$ cat src/rtl/wms_pkg.sv
// Shared types and constants for the windowed metric statistics block.
package wms_pkg;

    // Action codes carried in the input word.
    localparam logic [2:0] ACT_RECORD      = 3'd0;
    localparam logic [2:0] ACT_COMMIT      = 3'd1;
    localparam logic [2:0] ACT_RESET_FRAME = 3'd2;
    localparam logic [2:0] ACT_QUERY       = 3'd3;
    localparam logic [2:0] ACT_CLEAR       = 3'd4;

    // Window register.
    localparam int          WIN_W     = 7;
    localparam logic [6:0]  WIN_RESET = 7'd64;

    typedef struct packed {
        logic [2:0]         action;
        logic [2:0]         metric_index;
        logic signed [23:0] duration;
    } t_in_word;

    typedef struct packed {
        logic signed [31:0] current_value;
        logic [30:0]        minimum_value;
        logic [30:0]        maximum_value;
        logic [30:0]        average_value;
        logic [6:0]         sample_count;
    } t_out_word;

    typedef enum logic [2:0] {
        ST_IDLE,
        ST_COMMIT,
        ST_SCAN,
        ST_DRAIN,
        ST_DIV_LOAD,
        ST_DIVIDE,
        ST_FINISH
    } t_state;

    typedef struct packed {
        logic take;
        logic commit_step;
        logic scan_step;
        logic div_load;
        logic div_step;
        logic out_load;
    } t_dp_cmd;

    typedef struct packed {
        logic query_empty;
        logic commit_last;
        logic scan_last;
        logic div_last;
        logic out_free;
    } t_dp_sts;

endpackage

$ cat src/rtl/wms_ctrl.sv
// Controller state machine that sequences commits, query scans and the divider.
module wms_ctrl (
    input  logic             i_clk,
    input  logic             i_rst_n,
    input  logic             i_in_valid,
    input  logic [2:0]       i_action,
    input  wms_pkg::t_dp_sts i_sts,
    output wms_pkg::t_dp_cmd o_cmd,
    output logic             o_in_stall
);
    import wms_pkg::*;

    t_state r_state;
    t_state n_state;

    always_ff @(posedge i_clk) begin
        if (!i_rst_n) begin
            r_state <= ST_IDLE;
        end else begin
            r_state <= n_state;
        end
    end

    always_comb begin
        n_state = r_state;
        unique case (r_state)
            ST_IDLE: begin
                if (i_in_valid) begin
                    case (i_action)
                        ACT_COMMIT: n_state = ST_COMMIT;
                        ACT_QUERY:  n_state = i_sts.query_empty ? ST_FINISH : ST_SCAN;
                        default:    n_state = ST_IDLE;
                    endcase
                end
            end
            ST_COMMIT:   if (i_sts.commit_last) n_state = ST_IDLE;
            ST_SCAN:     if (i_sts.scan_last) n_state = ST_DRAIN;
            ST_DRAIN:    n_state = ST_DIV_LOAD;
            ST_DIV_LOAD: n_state = ST_DIVIDE;
            ST_DIVIDE:   if (i_sts.div_last) n_state = ST_FINISH;
            ST_FINISH:   if (i_sts.out_free) n_state = ST_IDLE;
            default:     n_state = ST_IDLE;
        endcase
    end

    always_comb begin
        o_cmd      = '0;
        o_in_stall = 1'b1;
        unique case (r_state)
            ST_IDLE: begin
                o_in_stall = 1'b0;
                o_cmd.take = i_in_valid;
            end
            ST_COMMIT:   o_cmd.commit_step = 1'b1;
            ST_SCAN:     o_cmd.scan_step   = 1'b1;
            ST_DRAIN:    ;
            ST_DIV_LOAD: o_cmd.div_load    = 1'b1;
            ST_DIVIDE:   o_cmd.div_step    = 1'b1;
            ST_FINISH:   o_cmd.out_load    = 1'b1;
            default:     ;
        endcase
    end

endmodule

$ cat config.mk
export PLATFORM = sky130hd
export DESIGN_NAME = wms_ctrl
export DESIGN_NICKNAME = d
export VERILOG_FILES = /design/src/rtl/wms_pkg.sv /design/src/rtl/wms_ctrl.sv
export SDC_FILE = /design/constraint.sdc
export NUM_CORES = 1
export LEC_CHECK = 0
export ABC_AREA = 1
export BUFFER_PORTS_ARGS = -buffer_cell sky130_fd_sc_hd__buf_4
export CAP_MARGIN = 20
export CORE_AREA = 2 2 39 41
export DETAILED_ROUTE_END_ITERATION = 7
export DIE_AREA = 0 0 41 43
export MAX_ROUTING_LAYER = met4
export PLACE_DENSITY = 0.63
export SLEW_MARGIN = 30
export SYNTH_ARGS = -nofsm -noshare
export SYNTH_HDL_FRONTEND = slang
export SYNTH_SLANG_ARGS = --single-unit
$ cat constraint.sdc
create_clock -name i_clk -period 1.5 [get_ports i_clk]
set_clock_uncertainty 0.2 [all_clocks]
set_input_delay 0.075 -clock i_clk [delete_from_list [all_inputs] [get_ports i_clk]]
set_output_delay 0.075 -clock i_clk [all_outputs]
set_load 0.01 [all_outputs]
Word level (Yosys, flattened, before mapping)
Index checks and enable logic that the tools add are counted.
{"block": "op_classes", "eq_ne": 13, "mux": 15, "n_reduce_logical": 2}
{"cell": "3-bit case mux with 7 select lines", "count": 1}
{"cell": "3-bit two-way mux", "count": 6}
{"cell": "2-bit inequality test, second input constant", "count": 5}
{"cell": "3-bit by 2-bit equality test with 1-bit output, second input constant", "count": 3}
{"cell": "3-bit equality test, second input constant", "count": 3}
{"cell": "1-bit two-way mux", "count": 7}
{"cell": "3-bit by 1-bit equality test with 1-bit output, second input constant", "count": 2}
{"cell": "3-bit case mux with 2 select lines", "count": 1}
{"cell": "5-bit AND reduction", "count": 1}
{"cell": "3-bit logical NOT", "count": 1}
{"block": "totals", "regBits": 3, "in_bits": 11, "output_inout_bits": 7, "wordCells": 31}

Longest topological paths before layout
{"block": "depth", "word_depth": 4, "ltp_mapped": 10}

Worst setup path before layout
No wires, ideal clock.
{"block": "synth_timing", "kind": "reg-to-reg", "start": "register r_state[2]", "end": "register r_state[0]", "setup_time_ns": 0.064, "arrival_ns": 1.151, "path_slack_ns": 0.086, "stages_incl_launch_ff": 10, "path_buffers": 1, "synth_period_minus_slack_ns": 1.414, "cell_sequence": "dfxtp_1 buf_4 inv_2 nor3_1 nor2_1 nand2_1 nand2_1 nand2_1 nand2_1 nor2_1"}
{"block": "synth_between", "elab_chain_len": 3, "elab_cells_between_ends": 14}
{"element": "from (decl)", "line_no": "wms_ctrl.sv:13", "text": "t_state r_state;"}
{"element": "from (signal assigned)", "line_no": "wms_ctrl.sv:20", "text": "r_state <= n_state;"}
{"element": "3-bit by 1-bit equality test with 1-bit output (tied with other cells)", "line_no": "wms_ctrl.sv:26", "text": "unique case (r_state)"}
{"element": "2-bit inequality test (no line)"}
{"element": "5-bit AND reduction (no line)"}
Several ways; a longest one is shown, not always the timed one.
A chain may end at the register's enable or synchronous reset.

==> impl_metrics.env <==
export IMPL_ys_seq_elements=3
export IMPL_synth_area_leaders="nand2_1 (18%), dfxtp_1 (17%), nor2_1 (16%), nand4_1 (7.0%), inv_1 (6.3%)"
export IMPL_fp_dieW_um=41
export IMPL_vdd_ir_drop_max_v=0.000420
export IMPL_rsz0062_at_grt="false"
export IMPL_cts_max_level=1
export IMPL_cts_tree="yes"
export IMPL_clock_latency_ps=240
export IMPL_rows=14
export IMPL_overflow=0
export IMPL_required_ps=1220
export IMPL_finalCritPeriodShare=0.901
export IMPL_status="completed"
export IMPL_reg_top3="r_state: 3 flops"
export IMPL_critPathLaunchType="register"
export IMPL_avgSynthCellArea_um2=5.57
export IMPL_layout_cells_non_filler=103
export IMPL_p_comb_frac=0.644
export IMPL_cellInternalPower_w=0.000444
export IMPL_clock_sinks=3
export IMPL_fp_dieArea_um2=1760
export IMPL_ys_seq_area_frac=0.168
export IMPL_final_period_minus_worst_setup_slack_ps=1350
export IMPL_crit_path_end_kind="primary output"
export IMPL_synth_top_area_cell="nand2_1"
export IMPL_hpwl_um=628
export IMPL_num_io_pins=18
export IMPL_antenna_cells=0
export IMPL_grt_max_degree=8
export IMPL_worst_pin_slew_ps=162
export IMPL_num_fill_cells=147
export IMPL_max_clock_path_buffers=2
export IMPL_port_buffers=17
export IMPL_netSwitchingPower_w=0.000375
export IMPL_grt_first_pass_wirelength_um=1200
export IMPL_crit_type="reg2out"
export IMPL_drc=0
export IMPL_arrival_ps=1080
export IMPL_multiInputGateArea_um2=249
export IMPL_syn2layout_area_growth_pct=56.8
export IMPL_drt_pre_antenna_iters=3
export IMPL_yosys_cell_types_count=15
export IMPL_regArea_um2=66.3
export IMPL_dr_total_vias=432
export IMPL_clkPwrFrac=0.175
export IMPL_synth_top_area_share=0.179
export IMPL_clock_fmax_ghz=0.740
export IMPL_drt_initial_drc_count=3
export IMPL_die_h_um=43
export IMPL_track_usage=0.104
export IMPL_viasPerCell=4.19
export IMPL_fin_nets=100
export IMPL_fin_util=0.404
export IMPL_slew_headroom=0.891
export IMPL_top_register="r_state"
export IMPL_routed_wl_um=786
export IMPL_cts_root_buf="clkbuf_4"
export IMPL_initial_core_util=0.258
export IMPL_core_um2=1380
export IMPL_synthCells=64
export IMPL_grt_pass1_vias=338
export IMPL_largest_reg_flops=3
export IMPL_cellLeakagePower_nw=0.318
export IMPL_wl_per_cell_um=7.63
export IMPL_power_density_nw_per_um2=1470
export IMPL_netlist_area_um2=357
export IMPL_post_place_cells=98
export IMPL_hold_class="in2reg"
export IMPL_switching_share=0.458
export IMPL_setup_viol=0
export IMPL_gp_congestion=0.761
export IMPL_maxSlewViolCount=0
export IMPL_syn_nets=76
export IMPL_yosysWarnings=0
export IMPL_ant_nets=0
export IMPL_finalHoldViolCount=0
export IMPL_dpl_instance_area_um2=512
export IMPL_drive_gt1_frac=0.414
export IMPL_path_clk_slew_ps=40
export IMPL_antenna_found_initial=0
export IMPL_cts_inserted_buffers=3
export IMPL_cp_max_fo=7
export IMPL_maxCapViolations=0
export IMPL_seqPwrFrac=0.182
export IMPL_tns_ps=0
export IMPL_fin_area_um2=559
[area by class of cell]
class,instances,share of cell area
repair buffers,21,0.286
well taps,16,0.0358
clock buffers,4,0.0470
multi-input cells,49,0.445
flip-flops and latches,3,0.119
inverters,10,0.0671
[metal layers]
metal  GRT usage  up-vias  part of all wire
li1            -      247                 -
met1       0.125      169              0.46
met2       0.147       14              0.46
met3      0.0157        2             0.064
met4      0.0800        0             0.015
met5           -        -                 0
[synth_stat cells (all sizes together)]
cell / number
o21ai: 2
nor3: 2
nor2: 16
buf: 2
nand2: 19
nand3: 5
ha: 1
inv: 10
nand4: 4
dfxtp: 3
[cells in the final DEF (no fill, tap or decap)]
cell type / Yosys / routed
nor3_2: 0 / 1
nor2_4: 1 / 1
buf_4: 2 / 20
nand4_1: 4 / 4
nand2_2: 2 / 2
inv_2: 4 / 4
nand2_1: 17 / 17
nor3_1: 2 / 1
clkbuf_4: 0 / 3
clkbuf_1: 0 / 1
dlygate4sd3_1: 0 / 1
nor2_1: 15 / 15
o21ai_0: 2 / 2
dfxtp_2: 0 / 2
ha_1: 1 / 1
nand3_1: 3 / 3
inv_1: 6 / 6
nand3_4: 1 / 1
nand3_2: 1 / 1
dfxtp_4: 0 / 1
[stage by stage]
step | setup slack (ps) | hold WS (ps) | total power [W]
global placement | 57.4 | 115 | 0.000664
global route | 37.9 | 151 | 0.000912
CTS | 20.0 | 99.8 | 0.000814
detailed placement | 30.9 | 120 | 0.000667
finish | 149 | 93.9 | 0.000819
floorplan | 85.6 | -4.61 | 0.000500
[logic make-up after synthesis]
family,count (synthesis),synth area share
buffers and inverters,12,0.147
AND/OR/NAND/NOR,46,0.621
AO/OA/AOI/OAI,2,0.0281
adder cells (fa/ha/maj),1,0.0351
flip-flops,3,0.168
[power groups by stage]
stage	registers, W	logic [W]	clock network (W)
final	0.000149	0.000527	0.000143
after global routing	0.000156	0.000604	0.000152
after CTS	0.000141	0.000528	0.000145
after detailed placement	0.000143	0.000524	0
after global placement	0.000142	0.000522	0
after floorplan	0.000122	0.000377	0
[final timing paths]
path                                 from                 endpoint  slack [ps]  cells after the start
setup / recovery  r_state[1]$_SDFFE_PN0P_                 o_cmd[3]         150                      4
hold / removal                i_action[1]  r_state[0]$_SDFFE_PN0P_          90                      8
setup reg to reg  r_state[2]$_SDFFE_PN0P_  r_state[0]$_SDFFE_PN0P_         150                      9
hold reg to reg   r_state[1]$_SDFFE_PN0P_  r_state[1]$_SDFFE_PN0P_         310                      2
[worst max-delay path, stage by stage (launching register included)]
cell,delay (ps)
dfxtp_2,350
buf_4,150
nand2_1,70
nor2_1,130
buf_4,140
[what timing repair did]
item / 4_1_cts / 5_1_grt
hold buffers: 1 / 0
endpoints found under the setup margin: 0 / 4
resized for setup: 0 / 5
buffers inserted: 0 / 0
hold endpoints to repair: 3 / 0
No activity file was read; power rests on OpenSTA's default activity.
